==> config.mk <==
export PLATFORM = sky130hd
export DESIGN_NAME = decimal_accumulator_cpu
export DESIGN_NICKNAME = d
export VERILOG_FILES = /design/src/hw/rtl/dacc_pkg.sv /design/src/hw/rtl/decimal_accumulator_cpu.sv /design/src/hw/rtl/dacc_div.sv /design/src/hw/rtl/dacc_datapath.sv /design/src/hw/rtl/dacc_ctrl.sv
export SDC_FILE = /design/constraint.sdc
export NUM_CORES = 2
export LEC_CHECK = 0
export BUFFER_PORTS_ARGS = -buffer_cell sky130_fd_sc_hd__buf_2
export CAP_MARGIN = 20
export CELL_PAD_IN_SITES_DETAIL_PLACEMENT = 0
export CELL_PAD_IN_SITES_GLOBAL_PLACEMENT = 1
export CORE_ASPECT_RATIO = 0.7
export CORE_UTILIZATION = 50
export CTS_CLUSTER_SIZE = 25
export DETAILED_ROUTE_END_ITERATION = 7
export GPL_TIMING_DRIVEN = 1
export PLACE_DENSITY_LB_ADDON = 0.1
export REMOVE_ABC_BUFFERS = 1
export SETUP_SLACK_MARGIN = 0.05
export SYNTH_ARGS = -nofsm -noshare
export SYNTH_HDL_FRONTEND = slang
export SYNTH_HIERARCHICAL = 1
export SYNTH_SLANG_ARGS = --single-unit
export TNS_END_PERCENT = 50
==> constraint.sdc <==
create_clock -name clk_i -period 8.99 [get_ports clk_i]
set_clock_uncertainty 0.05 [all_clocks]
set_input_delay 1.3485 -clock clk_i [delete_from_list [all_inputs] [get_ports clk_i]]
set_output_delay 1.3485 -clock clk_i [all_outputs]
set_load 0.01 [all_outputs]
==> src/hw/rtl/dacc_pkg.sv <==
// shared types and constants for the decimal accumulator cpu
`default_nettype none
package dacc_pkg;

  localparam int WordW = 15;
  localparam int InW   = 18;

  localparam logic signed [WordW-1:0] WordMax   = 15'sd9999;
  localparam logic signed [WordW-1:0] WordMin   = -15'sd9999;
  localparam logic signed [WordW-1:0] WordReset = 15'sd7777;
  localparam logic signed [InW-1:0]   EndMark   = -18'sd99999;

  typedef enum logic [3:0] {
    ST_OK       = 4'd0,
    ST_HALT     = 4'd1,
    ST_BADLOAD  = 4'd2,
    ST_TOOLARGE = 4'd3,
    ST_ILLIN    = 4'd4,
    ST_OVER     = 4'd5,
    ST_UNDER    = 4'd6,
    ST_DIVZ     = 4'd7,
    ST_BADOP    = 4'd8,
    ST_ADDR     = 4'd9,
    ST_STOPPED  = 4'd10
  } status_e;

  typedef enum logic [6:0] {
    OP_READ   = 7'd11,
    OP_WRITE  = 7'd12,
    OP_LOAD   = 7'd21,
    OP_STORE  = 7'd22,
    OP_ADD    = 7'd31,
    OP_SUB    = 7'd32,
    OP_MUL    = 7'd33,
    OP_DIV    = 7'd34,
    OP_BR     = 7'd41,
    OP_BRNEG  = 7'd42,
    OP_BRZERO = 7'd43,
    OP_HALT   = 7'd44
  } opcode_e;

  // controller -> datapath
  typedef struct packed {
    logic clear_step;   // sweep the store after reset
    logic latch_in;     // capture the input word
    logic do_load;      // load-mode step
    logic fetch;        // read word at pc
    logic decode;       // split instruction, start operand read
    logic div_start;    // launch divider
    logic exec;         // commit the instruction
    logic emit;         // drive the result
  } dp_cmd_t;

  // datapath -> controller
  typedef struct packed {
    logic clear_done;
    logic mode;
    logic div_needed;
    logic div_done;
  } dp_stat_t;

endpackage
`default_nettype wire

==> src/hw/rtl/decimal_accumulator_cpu.sv <==
// Decimal accumulator cpu. After reset the block fills its word store with 7777 and
// holds busy high meanwhile. A word is taken when start is high and busy low. A load
// step runs dispatch and emit; an instruction runs dispatch, fetch, decode, operand,
// execute and emit, a divide waiting for the bit-serial divider before execute. The
// result shows on the ports with done_o high for exactly one cycle; it cannot stall.
`default_nettype none
module decimal_accumulator_cpu import dacc_pkg::*; #(
  parameter int MEM_WORDS = 100
) (
  input  wire logic                    clk_i,
  input  wire logic                    rst_ni,
  input  wire logic                    start,
  output logic                         busy,
  input  wire logic                    mode_i,
  input  wire logic signed [InW-1:0]   word_in_i,
  output logic                         done_o,
  output logic [3:0]                   status_o,
  output logic                         write_valid_o,
  output logic signed [WordW-1:0]      write_word_o,
  output logic signed [WordW-1:0]      acc_value_o,
  output logic [6:0]                   pc_value_o
);
  dp_cmd_t  cmd;
  dp_stat_t stat;

  dacc_ctrl u_ctrl (
    .clk_i,
    .rst_ni,
    .start_i (start),
    .stat_i  (stat),
    .cmd_o   (cmd),
    .busy_o  (busy),
    .done_o
  );

  dacc_datapath #(.MemWords(MEM_WORDS)) u_dp (
    .clk_i,
    .rst_ni,
    .cmd_i  (cmd),
    .stat_o (stat),
    .mode_i,
    .word_in_i,
    .status_o,
    .write_valid_o,
    .write_word_o,
    .acc_value_o,
    .pc_value_o
  );
endmodule
`default_nettype wire

==> src/hw/rtl/dacc_div.sv <==
// iterative signed divider, truncating toward zero, one quotient bit per cycle
`default_nettype none
module dacc_div import dacc_pkg::*; (
  input  wire logic                    clk_i,
  input  wire logic                    rst_ni,
  input  wire logic                    start_i,
  input  wire logic signed [WordW-1:0] dividend_i,
  input  wire logic signed [WordW-1:0] divisor_i,
  output logic                         done_o,
  output logic signed [WordW:0]        quot_o
);
  localparam int CntW = $clog2(WordW + 1);

  logic [WordW-1:0] rem_q, rem_d, quo_q, quo_d, dvs_q, dvs_d;
  logic             neg_q, neg_d, run_q, run_d, done_d, done_q;
  logic [CntW-1:0]  cnt_q, cnt_d;
  logic [WordW:0]   trial;
  logic [WordW-1:0] shifted;

  always_comb begin
    rem_d  = rem_q;
    quo_d  = quo_q;
    dvs_d  = dvs_q;
    neg_d  = neg_q;
    run_d  = run_q;
    cnt_d  = cnt_q;
    done_d = 1'b0;
    shifted = {rem_q[WordW-2:0], quo_q[WordW-1]};
    trial   = {1'b0, shifted} - {1'b0, dvs_q};
    if (start_i) begin
      rem_d = '0;
      quo_d = dividend_i[WordW-1] ? WordW'(-dividend_i) : dividend_i;
      dvs_d = divisor_i[WordW-1] ? WordW'(-divisor_i) : divisor_i;
      neg_d = dividend_i[WordW-1] ^ divisor_i[WordW-1];
      run_d = 1'b1;
      cnt_d = '0;
    end else if (run_q) begin
      if (!trial[WordW]) begin
        rem_d = trial[WordW-1:0];
      end else begin
        rem_d = shifted;
      end
      quo_d = {quo_q[WordW-2:0], ~trial[WordW]};
      cnt_d = cnt_q + 1'b1;
      if (cnt_q == CntW'(WordW - 1)) begin
        run_d  = 1'b0;
        done_d = 1'b1;
      end
    end
  end

  always_ff @(posedge clk_i or negedge rst_ni) begin
    if (!rst_ni) begin
      run_q  <= 1'b0;
      done_q <= 1'b0;
      cnt_q  <= '0;
    end else begin
      run_q  <= run_d;
      done_q <= done_d;
      cnt_q  <= cnt_d;
    end
  end

  always_ff @(posedge clk_i) begin
    rem_q <= rem_d;
    quo_q <= quo_d;
    dvs_q <= dvs_d;
    neg_q <= neg_d;
  end

  assign done_o = done_q;
  assign quot_o = neg_q ? -$signed({1'b0, quo_q}) : $signed({1'b0, quo_q});
endmodule
`default_nettype wire

==> src/hw/rtl/dacc_datapath.sv <==
// word store, accumulator, counters and instruction execution
`default_nettype none
module dacc_datapath import dacc_pkg::*; #(
  parameter int MemWords = 100
) (
  input  wire logic                    clk_i,
  input  wire logic                    rst_ni,
  input  wire dp_cmd_t                 cmd_i,
  output dp_stat_t                     stat_o,
  input  wire logic                    mode_i,
  input  wire logic signed [InW-1:0]   word_in_i,
  output logic [3:0]                   status_o,
  output logic                         write_valid_o,
  output logic signed [WordW-1:0]      write_word_o,
  output logic signed [WordW-1:0]      acc_value_o,
  output logic [6:0]                   pc_value_o
);
  localparam int AddrW = $clog2(MemWords);

  logic signed [WordW-1:0] mem_q [MemWords];
  logic signed [WordW-1:0] rd_q;
  logic [AddrW-1:0]        rd_addr;
  logic                    we;
  logic [AddrW-1:0]        wr_addr;
  logic signed [WordW-1:0] wr_data;

  logic signed [WordW-1:0] acc_q, instr_q, mul_q;
  logic [6:0]              pc_q, lptr_q, clr_q;
  logic                    stopped_q, mode_q, clear_done_q;
  logic signed [InW-1:0]   win_q;
  logic [6:0]              op_q, opd_q;
  logic [6:0]              op_d, opd_d;
  logic signed [WordW-1:0] instr_abs;
  logic [13:0]             abs_mul;
  logic [6:0]              quo_abs, rem_abs;

  logic                    div_done;
  logic signed [WordW:0]   div_q;

  logic [3:0]              st;
  logic                    wv;
  logic signed [WordW-1:0] ww;
  logic signed [WordW+1:0] sum;
  logic signed [31:0]      prod;
  logic                    win_ok;

  dacc_div u_div (
    .clk_i,
    .rst_ni,
    .start_i    (cmd_i.div_start),
    .dividend_i (acc_q),
    .divisor_i  (rd_q),
    .done_o     (div_done),
    .quot_o     (div_q)
  );

  // fetch reads pc, decode reads operand
  always_comb begin
    if (cmd_i.fetch) begin
      rd_addr = pc_q[AddrW-1:0];
    end else begin
      rd_addr = opd_q[AddrW-1:0];
    end
  end

  // split word into opcode and operand by reciprocal multiply on magnitude
  always_comb begin
    instr_abs = instr_q[WordW-1] ? -instr_q : instr_q;
    abs_mul   = 14'(instr_abs);
    quo_abs   = 7'((32'(abs_mul) * 32'd5243) >> 19);
    rem_abs   = 7'(abs_mul - 14'(quo_abs) * 14'd100);
    op_d      = instr_q[WordW-1] ? 7'(-quo_abs) : quo_abs;
    opd_d     = instr_q[WordW-1] ? 7'(-rem_abs) : rem_abs;
  end

  assign win_ok = (win_q >= InW'(WordMin)) && (win_q <= InW'(WordMax));
  assign sum    = (op_q == OP_SUB) ? (WordW+2)'(acc_q) - (WordW+2)'(rd_q)
                                   : (WordW+2)'(acc_q) + (WordW+2)'(rd_q);
  assign prod   = 32'(acc_q) * 32'(rd_q);

  // execute: status, writes, next state
  always_comb begin
    logic signed [31:0] res;
    logic               jump, setacc, neg_op;
    logic [6:0]         pc_n;
    st     = ST_OK;
    wv     = 1'b0;
    ww     = '0;
    we     = 1'b0;
    wr_addr = lptr_q[AddrW-1:0];
    wr_data = WordW'(win_q);
    res    = '0;
    jump   = 1'b0;
    setacc = 1'b0;
    pc_n   = pc_q + 7'd1;
    neg_op = instr_q[WordW-1];
    if (cmd_i.clear_step) begin
      we      = 1'b1;
      wr_addr = clr_q[AddrW-1:0];
      wr_data = WordReset;
    end else if (stopped_q) begin
      st = ST_STOPPED;
    end else if (!mode_q) begin
      if (win_q == EndMark) begin
        st = ST_OK;
      end else if (!win_ok) begin
        st = ST_BADLOAD;
      end else if (lptr_q >= 7'(MemWords)) begin
        st = ST_TOOLARGE;
      end else begin
        we = cmd_i.do_load;
      end
    end else if (pc_q >= 7'(MemWords)) begin
      st = ST_ADDR;
    end else if (!neg_op && op_q == OP_HALT) begin
      st = ST_HALT;
    end else if (neg_op || !(op_q == OP_READ || op_q == OP_WRITE || op_q == OP_LOAD ||
                 op_q == OP_STORE || op_q == OP_ADD || op_q == OP_SUB ||
                 op_q == OP_MUL || op_q == OP_DIV || op_q == OP_BR ||
                 op_q == OP_BRNEG || op_q == OP_BRZERO)) begin
      st = ST_BADOP;
    end else if (opd_q >= 7'(MemWords)) begin
      st = ST_ADDR;
    end else begin
      unique case (op_q)
        OP_READ: begin
          if (!win_ok) begin
            st = ST_ILLIN;
          end else begin
            we      = cmd_i.exec;
            wr_addr = opd_q[AddrW-1:0];
          end
        end
        OP_WRITE: begin
          wv = 1'b1;
          ww = rd_q;
        end
        OP_LOAD: begin
          setacc = 1'b1;
          res    = 32'(rd_q);
        end
        OP_STORE: begin
          we      = cmd_i.exec;
          wr_addr = opd_q[AddrW-1:0];
          wr_data = acc_q;
        end
        OP_ADD, OP_SUB: begin
          setacc = 1'b1;
          res    = 32'(sum);
        end
        OP_MUL: begin
          setacc = 1'b1;
          res    = 32'(mul_q);
          if (prod > 32'sd9999) st = ST_OVER;
          else if (prod < -32'sd9999) st = ST_UNDER;
        end
        OP_DIV: begin
          if (rd_q == '0) begin
            st = ST_DIVZ;
          end else begin
            setacc = 1'b1;
            res    = 32'(div_q);
          end
        end
        OP_BR:    jump = 1'b1;
        OP_BRNEG: jump = acc_q[WordW-1];
        default:  jump = (acc_q == '0);
      endcase
      if (setacc && op_q != OP_MUL) begin
        if (res > 32'sd9999) st = ST_OVER;
        else if (res < -32'sd9999) st = ST_UNDER;
      end
      if (st == ST_OK) begin
        if (!jump && pc_n >= 7'(MemWords)) st = ST_ADDR;
      end
    end
    if (st != ST_OK) begin
      wv = 1'b0;
      ww = '0;
    end
  end

  // commit logic needs the same decisions; recompute the pieces it needs
  logic       exec_ok, exec_jump, exec_setacc, exec_pcadv;
  logic signed [WordW-1:0] exec_acc;
  always_comb begin
    exec_ok     = mode_q && !stopped_q && (st == ST_OK || st == ST_ADDR) &&
                  pc_q < 7'(MemWords) && !instr_q[WordW-1] && opd_q < 7'(MemWords);
    exec_jump   = (op_q == OP_BR) || (op_q == OP_BRNEG && acc_q[WordW-1]) ||
                  (op_q == OP_BRZERO && acc_q == '0);
    exec_setacc = (op_q == OP_LOAD) || (op_q == OP_ADD) || (op_q == OP_SUB) ||
                  (op_q == OP_MUL) || (op_q == OP_DIV);
    exec_pcadv  = exec_ok && (st == ST_OK || (st == ST_ADDR && !exec_jump));
    if (op_q == OP_LOAD) exec_acc = rd_q;
    else if (op_q == OP_MUL) exec_acc = mul_q;
    else if (op_q == OP_DIV) exec_acc = WordW'(div_q);
    else exec_acc = WordW'(sum);
  end

  always_ff @(posedge clk_i) begin
    if (we && (cmd_i.clear_step || cmd_i.do_load || cmd_i.exec)) begin
      mem_q[wr_addr] <= wr_data;
    end
    rd_q <= mem_q[rd_addr];
    if (cmd_i.latch_in) begin
      win_q  <= word_in_i;
      mode_q <= mode_i;
    end
    if (cmd_i.fetch) instr_q <= mem_q[pc_q[AddrW-1:0]];
    if (cmd_i.decode) begin
      op_q  <= op_d;
      opd_q <= opd_d;
    end
    mul_q <= WordW'(prod);
  end

  always_ff @(posedge clk_i or negedge rst_ni) begin
    if (!rst_ni) begin
      acc_q         <= '0;
      pc_q          <= '0;
      lptr_q        <= '0;
      clr_q         <= '0;
      clear_done_q  <= 1'b0;
      stopped_q     <= 1'b0;
      status_o      <= ST_OK;
      write_valid_o <= 1'b0;
      write_word_o  <= '0;
    end else begin
      if (cmd_i.clear_step) begin
        clr_q <= clr_q + 7'd1;
        if (clr_q == 7'(MemWords - 1)) clear_done_q <= 1'b1;
      end
      if (cmd_i.do_load && we) lptr_q <= lptr_q + 7'd1;
      if (cmd_i.exec && exec_ok) begin
        // counter overflow after the step still keeps the new accumulator
        if (exec_setacc) acc_q <= exec_acc;
        if (exec_jump && st == ST_OK) pc_q <= opd_q;
        else if (exec_pcadv) pc_q <= pc_q + 7'd1;
      end
      if (cmd_i.emit) begin
        if (st != ST_OK && st != ST_STOPPED) stopped_q <= 1'b1;
        status_o      <= st;
        write_valid_o <= wv;
        write_word_o  <= ww;
      end
    end
  end

  assign acc_value_o = acc_q;
  assign pc_value_o  = pc_q;

  assign stat_o.clear_done = clear_done_q;
  assign stat_o.mode       = mode_q && !stopped_q;
  assign stat_o.div_needed = (op_q == OP_DIV) && !instr_q[WordW-1];
  assign stat_o.div_done   = div_done;
endmodule
`default_nettype wire

==> src/hw/rtl/dacc_ctrl.sv <==
// sequencer for clear, load and instruction steps
`default_nettype none
module dacc_ctrl import dacc_pkg::*; (
  input  wire logic     clk_i,
  input  wire logic     rst_ni,
  input  wire logic     start_i,
  input  wire dp_stat_t stat_i,
  output dp_cmd_t       cmd_o,
  output logic          busy_o,
  output logic          done_o
);
  typedef enum logic [8:0] {
    S_CLEAR  = 9'b000000001,
    S_IDLE   = 9'b000000010,
    S_DISP   = 9'b000000100,
    S_FETCH  = 9'b000001000,
    S_DECODE = 9'b000010000,
    S_OPER   = 9'b000100000,
    S_DIVW   = 9'b001000000,
    S_EXEC   = 9'b010000000,
    S_EMIT   = 9'b100000000
  } state_e;

  state_e state_q, state_d;
  logic   done_q;

  always_comb begin
    state_d = state_q;
    cmd_o   = '0;
    unique case (state_q)
      S_CLEAR: begin
        cmd_o.clear_step = 1'b1;
        if (stat_i.clear_done) begin
          cmd_o.clear_step = 1'b0;
          state_d = S_IDLE;
        end
      end
      S_IDLE: begin
        if (start_i) begin
          cmd_o.latch_in = 1'b1;
          state_d = S_DISP;
        end
      end
      S_DISP: begin
        if (stat_i.mode) begin
          cmd_o.fetch = 1'b1;
          state_d = S_FETCH;
        end else begin
          cmd_o.do_load = 1'b1;
          cmd_o.emit    = 1'b1;
          state_d = S_EMIT;
        end
      end
      S_FETCH: begin
        cmd_o.decode = 1'b1;
        state_d = S_DECODE;
      end
      S_DECODE: state_d = S_OPER;   // operand read in flight
      S_OPER: begin
        if (stat_i.div_needed) begin
          cmd_o.div_start = 1'b1;
          state_d = S_DIVW;
        end else begin
          state_d = S_EXEC;
        end
      end
      S_DIVW: if (stat_i.div_done) state_d = S_EXEC;
      S_EXEC: begin
        cmd_o.exec = 1'b1;
        cmd_o.emit = 1'b1;
        state_d = S_EMIT;
      end
      S_EMIT:  state_d = S_IDLE;
      default: state_d = S_IDLE;
    endcase
  end

  always_ff @(posedge clk_i or negedge rst_ni) begin
    if (!rst_ni) begin
      state_q <= S_CLEAR;
      done_q  <= 1'b0;
    end else begin
      state_q <= state_d;
      done_q  <= cmd_o.emit;
    end
  end

  assign busy_o = (state_q != S_IDLE);
  assign done_o = done_q;
endmodule
`default_nettype wire

== Word level (Yosys, flattened, before mapping) ==
Memory sizes are Yosys's and may differ from the RTL's. A register that Yosys moved wholly into a read port is not among the register bits.
Cells that the tools add are included.

* Divide/modulo/power cells: 0
* Equality and inequality tests: 30
* Add/sub/neg operators: 14
* Multiply operators: 3
* Bitwise operators: 2
* Reduce and logical (&&, ||, !) cells: 60
* Magnitude comparators: 12
* Multiplexer cells: 144
* Shifts and indexed selects: 0

{| class="wikitable"
|+ Operators by type and width
! operator !! count
|-
| 2-to-1 mux 15 bit || 23
|-
| 2-to-1 mux 32 bit || 8
|-
| case mux 32 bit (4 select lines) || 1
|-
| 2-to-1 mux 4 bit || 24
|-
| 2-to-1 mux 7 bit || 13
|-
| case mux 9 bit (8 select lines) || 1
|-
| > comparator 32 x 15 -> 1 bit, second input constant || 2
|-
| < comparator 32 x 15 -> 1 bit, second input constant || 2
|-
| 2-to-1 mux 1 bit || 53
|-
| equality test 7 x 6 -> 1 bit, second input constant || 7
|-
| 2-to-1 mux 14 bit || 3
|-
| 2-to-1 mux 9 bit || 4
|-
| subtractor 15 x 15 -> 16 bit || 2
|-
| zero test 15 bit || 2
|-
| multiplier 15 x 15 -> 30 bit || 1
|-
| negator 15 bit || 2
|-
| >= comparator 7 bit, second input constant || 4
|-
| multiplier 14 x 13 -> 26 bit, second input constant || 1
|-
| adder 7 x 1 -> 7 bit, second input constant || 3
|-
| equality test 7 x 5 -> 1 bit, second input constant || 3
|-
| logical OR 1 bit || 21
|-
| logical AND 1 bit || 19
|-
| equality test 18 bit, second input constant || 1
|-
| >= comparator 18 x 15 -> 1 bit, second input constant || 1
|-
| 45 further kinds || 64
|}

* Output and inout port bits: 44
* RAM bits: 1,500
* Register bits: 167
* Memories kept: 1
* Logic and storage cells: 290
* Memory bits (read-only): 0
* Latch bits: 0

{| class="wikitable"
|+ Memories
! memory !! words !! bits a word !! rd ports !! clocked after Yosys merged registers in !! write ports !! RTL line !! RTL
|-
| u_dp.mem_q || 100 || 15 || 2 || 2 || 1 || dacc_datapath.sv:20 || <nowiki>logic signed [WordW-1:0] mem_q [MemWords];</nowiki>
|}

== Logic depth before layout (Yosys ltp) ==
* Depth in word-level cells: 48
* Mapped depth: 34
* Gate-level depth less buffers: 34

== Cells and area by module ==
Netlist, hierarchy kept.

{| class="wikitable"
|+ Modules (own cells, without submodules)
! module !! instances !! cells an instance !! seq. area each (µm²) !! area each (µm²)
|-
| dacc_datapath || 1 || 5,861 || 48,536.6 || 90,735.8
|-
| dacc_div || 1 || 412 || 1,361.3 || 3,707.3
|-
| dacc_ctrl || 1 || 67 || 251.5 || 623.1
|}

== Worst setup path before layout ==
Ideal clock, no wire load.

* Path type: register to register
* From: reg u_dp.acc_q[14] (netlist: u_dp/acc_value_o[14])
* To: reg u_dp.acc_q[5] (netlist: u_dp/acc_value_o[5])
* Buffers on the path: 4
* Setup slack: 0.569 ns
* Required time: 8.815 ns
* Setup time: 0.125 ns
* Cell stages (with the launch flop): 28
* Arrival: 8.246 ns
* Period minus slack after synthesis: 8.421 ns
* Path through: dfrtp_1 > clkbuf_1 > clkbuf_1 > nand2_1 > inv_1 > fa_1 > fa_1 > fa_1 > fa_1 > fa_1 > inv_1 > fa_1 > inv_1 > ha_1 > clkbuf_1 > nand4_1 > or3_1 > a21oi_1 > o21bai_1 > a221oi_1 > nand4_1 > nor4_1 > o22ai_1 > o2111a_1 > nor3_4 > o221ai_4 > buf_6 > mux2_4

* Cells in the longest elaborated chain, start to end: 38

{| class="wikitable"
|+ RTL lines
! what !! RTL line !! RTL
|-
| start: declaration || dacc_datapath.sv:27 || <nowiki>logic signed [WordW-1:0] acc_q, instr_q, mul_q;</nowiki>
|-
| start signal: assignment || dacc_datapath.sv:219 || <nowiki>acc_q <= '0;</nowiki>
|-
| start signal: assignment || dacc_datapath.sv:236 || <nowiki>if (exec_setacc) acc_q <= exec_acc;</nowiki>
|-
| branches (longest 22 deep; another with < comparator 32 x 15 -> 1 bit) || -- ||
|-
| 2-to-1 mux 4 bit * || dacc_datapath.sv:173 || <nowiki>if (st == ST_OK) begin</nowiki>
|-
| 2-to-1 mux 4 bit * || dacc_datapath.sv:122 || <nowiki>end else if (opd_q >= 7'(MemWords)) begin</nowiki>
|-
| 2-to-1 mux 4 bit * || dacc_datapath.sv:117 || <nowiki>end else if (neg_op || !(op_q == OP_READ || op_q == OP_WRITE || op_q == OP_LOAD ||</nowiki>
|-
| 2-to-1 mux 4 bit * || dacc_datapath.sv:115 || <nowiki>end else if (!neg_op && op_q == OP_HALT) begin</nowiki>
|-
| 2-to-1 mux 4 bit * || dacc_datapath.sv:113 || <nowiki>end else if (pc_q >= 7'(MemWords)) begin</nowiki>
|-
| 2-to-1 mux 4 bit * || dacc_datapath.sv:103 || <nowiki>end else if (!mode_q) begin</nowiki>
|-
| 2-to-1 mux 4 bit * || dacc_datapath.sv:101 || <nowiki>end else if (stopped_q) begin</nowiki>
|-
| 2-to-1 mux 4 bit * || dacc_datapath.sv:97 || <nowiki>if (cmd_i.clear_step) begin</nowiki>
|-
| equality test 4 bit or zero test 4 bit (tied branches) || dacc_datapath.sv:187 || <nowiki>exec_ok = mode_q && !stopped_q && (st == ST_OK || st == ST_ADDR) &&</nowiki>
|-
| logical OR 1 bit * || dacc_datapath.sv:187 ||
|-
| logical AND 1 bit * (2 in series) || dacc_datapath.sv:187 ||
|-
| logical AND 1 bit * (2 in series) || dacc_datapath.sv:188 || <nowiki>pc_q < 7'(MemWords) && !instr_q[WordW-1] && opd_q < 7'(MemWords);</nowiki>
|-
| logical AND 1 bit * || dacc_datapath.sv:234 || <nowiki>if (cmd_i.exec && exec_ok) begin</nowiki>
|-
| AND reduction 2 bit (no line) * || -- ||
|}

Every way passes the cells marked *. The select of a mux whose other input is x is not followed.
A chain may end at the register's enable or synchronous reset.

== Worst setup path after layout ==
* From: reg u_dp.acc_q[9] (netlist: u_dp/acc_value_o[9])
* To: reg u_dp.pc_q[1] (netlist: u_dp/pc_value_o[1])

* Cells in the longest elaborated chain, start to end: 39

{| class="wikitable"
|+ RTL lines
! what !! RTL line !! RTL
|-
| branches (longest 39 deep; another with < comparator 32 x 15 -> 1 bit) || -- ||
|-
| end signal: assignment || dacc_datapath.sv:237 || <nowiki>if (exec_jump && st == ST_OK) pc_q <= opd_q;</nowiki>
|-
| end signal: assignment || dacc_datapath.sv:238 || <nowiki>else if (exec_pcadv) pc_q <= pc_q + 7'd1;</nowiki>
|-
| end: declaration || dacc_datapath.sv:28 || <nowiki>logic [6:0] pc_q, lptr_q, clr_q;</nowiki>
|}

Several ways; the timed one is not identified. The select of a mux whose other input is x is not followed.

==> metrics <==
status=finished, final reports clean; Clock Latency Late Sink=0.85 ns; Synth Area in Adders=9.01%; Synth async-reset ratio=4.36%; initial antenna violation count=22; CP dominant cell by count=fa_1; peak fanout along the critical path=14; Syn-to-layout area delta=10.7%; number of failing hold endpoints at the final stage=0; Worst Path Arrival=9.22 ns; Reg-to-Reg Start=u_dp/acc_value_o[9]; Initial Utilization=50.5%; Seq pwr share=about 50%; RSZ-0062 raised after global routing=yes; Synth area leader=edfxtp_1; FP Rows=133; mapped cell area=95,100 um2; CP Depth=28; drt wl/cell=33.3 um; Internal=13.8 mW; CP top delay family=adder cells; fin cells=9,086; remaining antenna violation count=0; hold slack final=0.401 ns; slowest CP cell=dfrtp_1; max cap viols=0; Final Util=55.9%; fmax=between 100 and 150 MHz; xor/xnor share of the synthesized area=1.45%; power share of the combinational group=10.8%; post-CTS setup buffer count=0; CP Launch Type=register; number of buffers inserted by port buffering=65; Distinct cells, synth=106; worst-margin pin slew=1.30 ns; HP Class=input pin to asynchronous set/reset pin; Max IR drop VDD=0.172 mV; syn avg cell area=about 15 um2; vias in the first global route=58,658; WS Path Type=register to register; Worst-path clk slew=0.07 ns; Post-synth top flop=edfxtp_1; CORE AREA=188,000 um2; switching share of power=24.7%; clock tree buffer depth=4; FF-to-FF End=u_dp/pc_value_o[1]; Finish-stage setup viols=0; WP data required=about 9.7 ns; DRC=0; Clk pwr share=39.2%; root buf cell=clkbuf_16; routed wire length=302,000 um; Pleak=36.9 nW; H-tree depth=4; top post-synthesis cells by area=edfxtp_1 (50%), mux4_2 (20%), fa_1 (6.0%), ha_1 (3.0%), nand2_1 (2.8%); I/O Pins=66; RePlAce Congestion=roughly 0.92; PD cells=174 nW/um2; min Tclk post-route=8.56 ns; Final Worst Setup Slack=0.430 ns; largest family of logic cells by synthesized area=multiplexers; layout cell share with drive strength beyond 1=24.1%; post-route cell area=105,000 um2; Post-layout nets=6,986; die area=192,000 um2; vias per inst=6.68; R2R cell count=28; Ys Warns=6; pin count of the biggest net entering global routing=118; CP Buf/Inv Count=8; total CTS buffers=176; Chip Width=around 520 um; pre-CTS setup slack=~0.42 ns; area post-placement=99,600 um2; CTS tree=yes; Tcrit/Tclk final=between 90% and 100%; Chip Height=about 370 um; Crit path largest cell delay=0.73 ns; routed via count=60,734; count leader, synth=edfxtp_1; leading post-synthesis cells by instance count=edfxtp_1 (1,579), mux4_2 (844), nand2_1 (710); Post-synth EDFFs=roughly 1,600; multiplexer share of the synthesized area=between 20% and 30%; Slew headroom=12.7%; Post-Synth Simple-Gate Area=7.41%; fin. max-slew vios=0; sequential-to-total area share from yosys stat=roughly 53%; Synth top area share=49.9%; r2r setup slk=between 0.4 and 0.5 ns; global-route wire length before repair=434,000 um; cell count after synthesis=6,340; TritonRoute pass-1 iters=6; Synth Register Bits=1,697; total grt overflow=0; DRT iter0 DRCs=8,419; Worst setup EP type=register; Post-Place Cells=slightly below 9,000; TritonCTS Sinks=1,697; Fin Setup TNS=0 ns; HPWL Detailed=199,000 um; GRT Total Usage=31.7%; total power draw=~18 mW; Psw=4.52 mW; Synth Area in Compound Gates=5.14%
layout by cell type (no fill, tap or decap), drive strengths merged, types with 29 or more instances in the layout:
cell type / count
mux2i: 53
nand2b: 33
o211ai: 52
dfrtp: 73
mux4: 844
fa: 287
inv: 442
and2: 139
dfxtp: 44
nand4: 29
nand3: 96
nor2: 256
a21o: 35
edfxtp: 1579
a311oi: 59
a21oi: 108
nand2: 710
ha: 225
xor2: 58
o21ai: 133
nor3: 54
and3: 32
clkbuf: 220
clkinv: 71
xnor2: 99
buf: 348
a31oi: 53
a211oi: 55
how the worst max path moves through the flow:
stage	from	endpoint	slack, ns
CTS	u_dp/acc_value_o[14]	u_dp/acc_value_o[14]	0.35
finish	u_dp/acc_value_o[9]	u_dp/pc_value_o[1]	0.43
floorplan	u_dp/pc_value_o[0]	u_dp/rd_q[0]	-137.46
detailed placement	u_dp/acc_value_o[9]	u_dp/acc_value_o[3]	0.42
global placement	u_dp/acc_value_o[9]	u_dp/acc_value_o[2]	0.46
global route	u_dp/acc_value_o[9]	u_dp/pc_value_o[1]	0.03
registers in the layout, summed over array words and instances (netlist names), 4 cells and up:
register / flops
u_dp/u_div/rem_q: 14
u_dp/mul_q: 15
u_dp/status_o: 4
u_dp/u_div/cnt_q: 4
u_dp/mem_q: 1500
u_dp/opd_q: 7
u_dp/u_div/dvs_q: 15
u_dp/u_div/quo_q: 15
u_dp/op_q: 7
u_dp/clr_q: 7
u_dp/pc_value_o: 7
u_dp/lptr_q: 7
u_ctrl/state_q: 9
u_dp/win_q: 18
u_dp/write_word_o: 15
u_dp/instr_q: 15
u_dp/rd_q: 15
u_dp/acc_value_o: 15
routing by layer:
layer / share of wire [%] / global-route usage, %
met1: 41 / 46.6
met2: 44 / 45.5
met3: 12 / 10.0
met4: 3.0 / 8.26
met5: 0.037 / 0.175
layout make-up:
class / count / area (um2)
clock buffers: 215 / 4670
well taps: 2497 / 3120
flip-flops and latches: 1697 / 50200
inverters: 435 / 1640
diodes: 7 / 17.5
fillers: 14934 / 83100
clock inverters: 93 / 791
multi-input cells: 3789 / 42000
repair buffers: 353 / 2840
power groups by stage:
stage          clock network, mW  logic (mW)  registers, mW
6_report                    7.17        1.98           9.14
5_1_grt                     7.53        2.17           9.14
4_1_cts                     7.25        1.96           9.14
3_5_place_dp                   0        1.94           9.31
3_3_place_gp                   0        1.92           9.31
2_1_floorplan                  0        1.35           9.35
kinds of logic after synthesis:
group,Yosys count
multiplexers,917
flip-flops,1697
AO/OA/AOI/OAI,696
XOR/XNOR,157
adder cells (fa/ha/maj),512
AND/OR/NAND/NOR,1507
buffers and inverters,854
repair_timing:
action	4_1_cts	5_1_grt
hold buffers	0	0
endpoints found under the setup margin	0	38
resized for setup	0	5
Power figures use the tool's default switching activity.
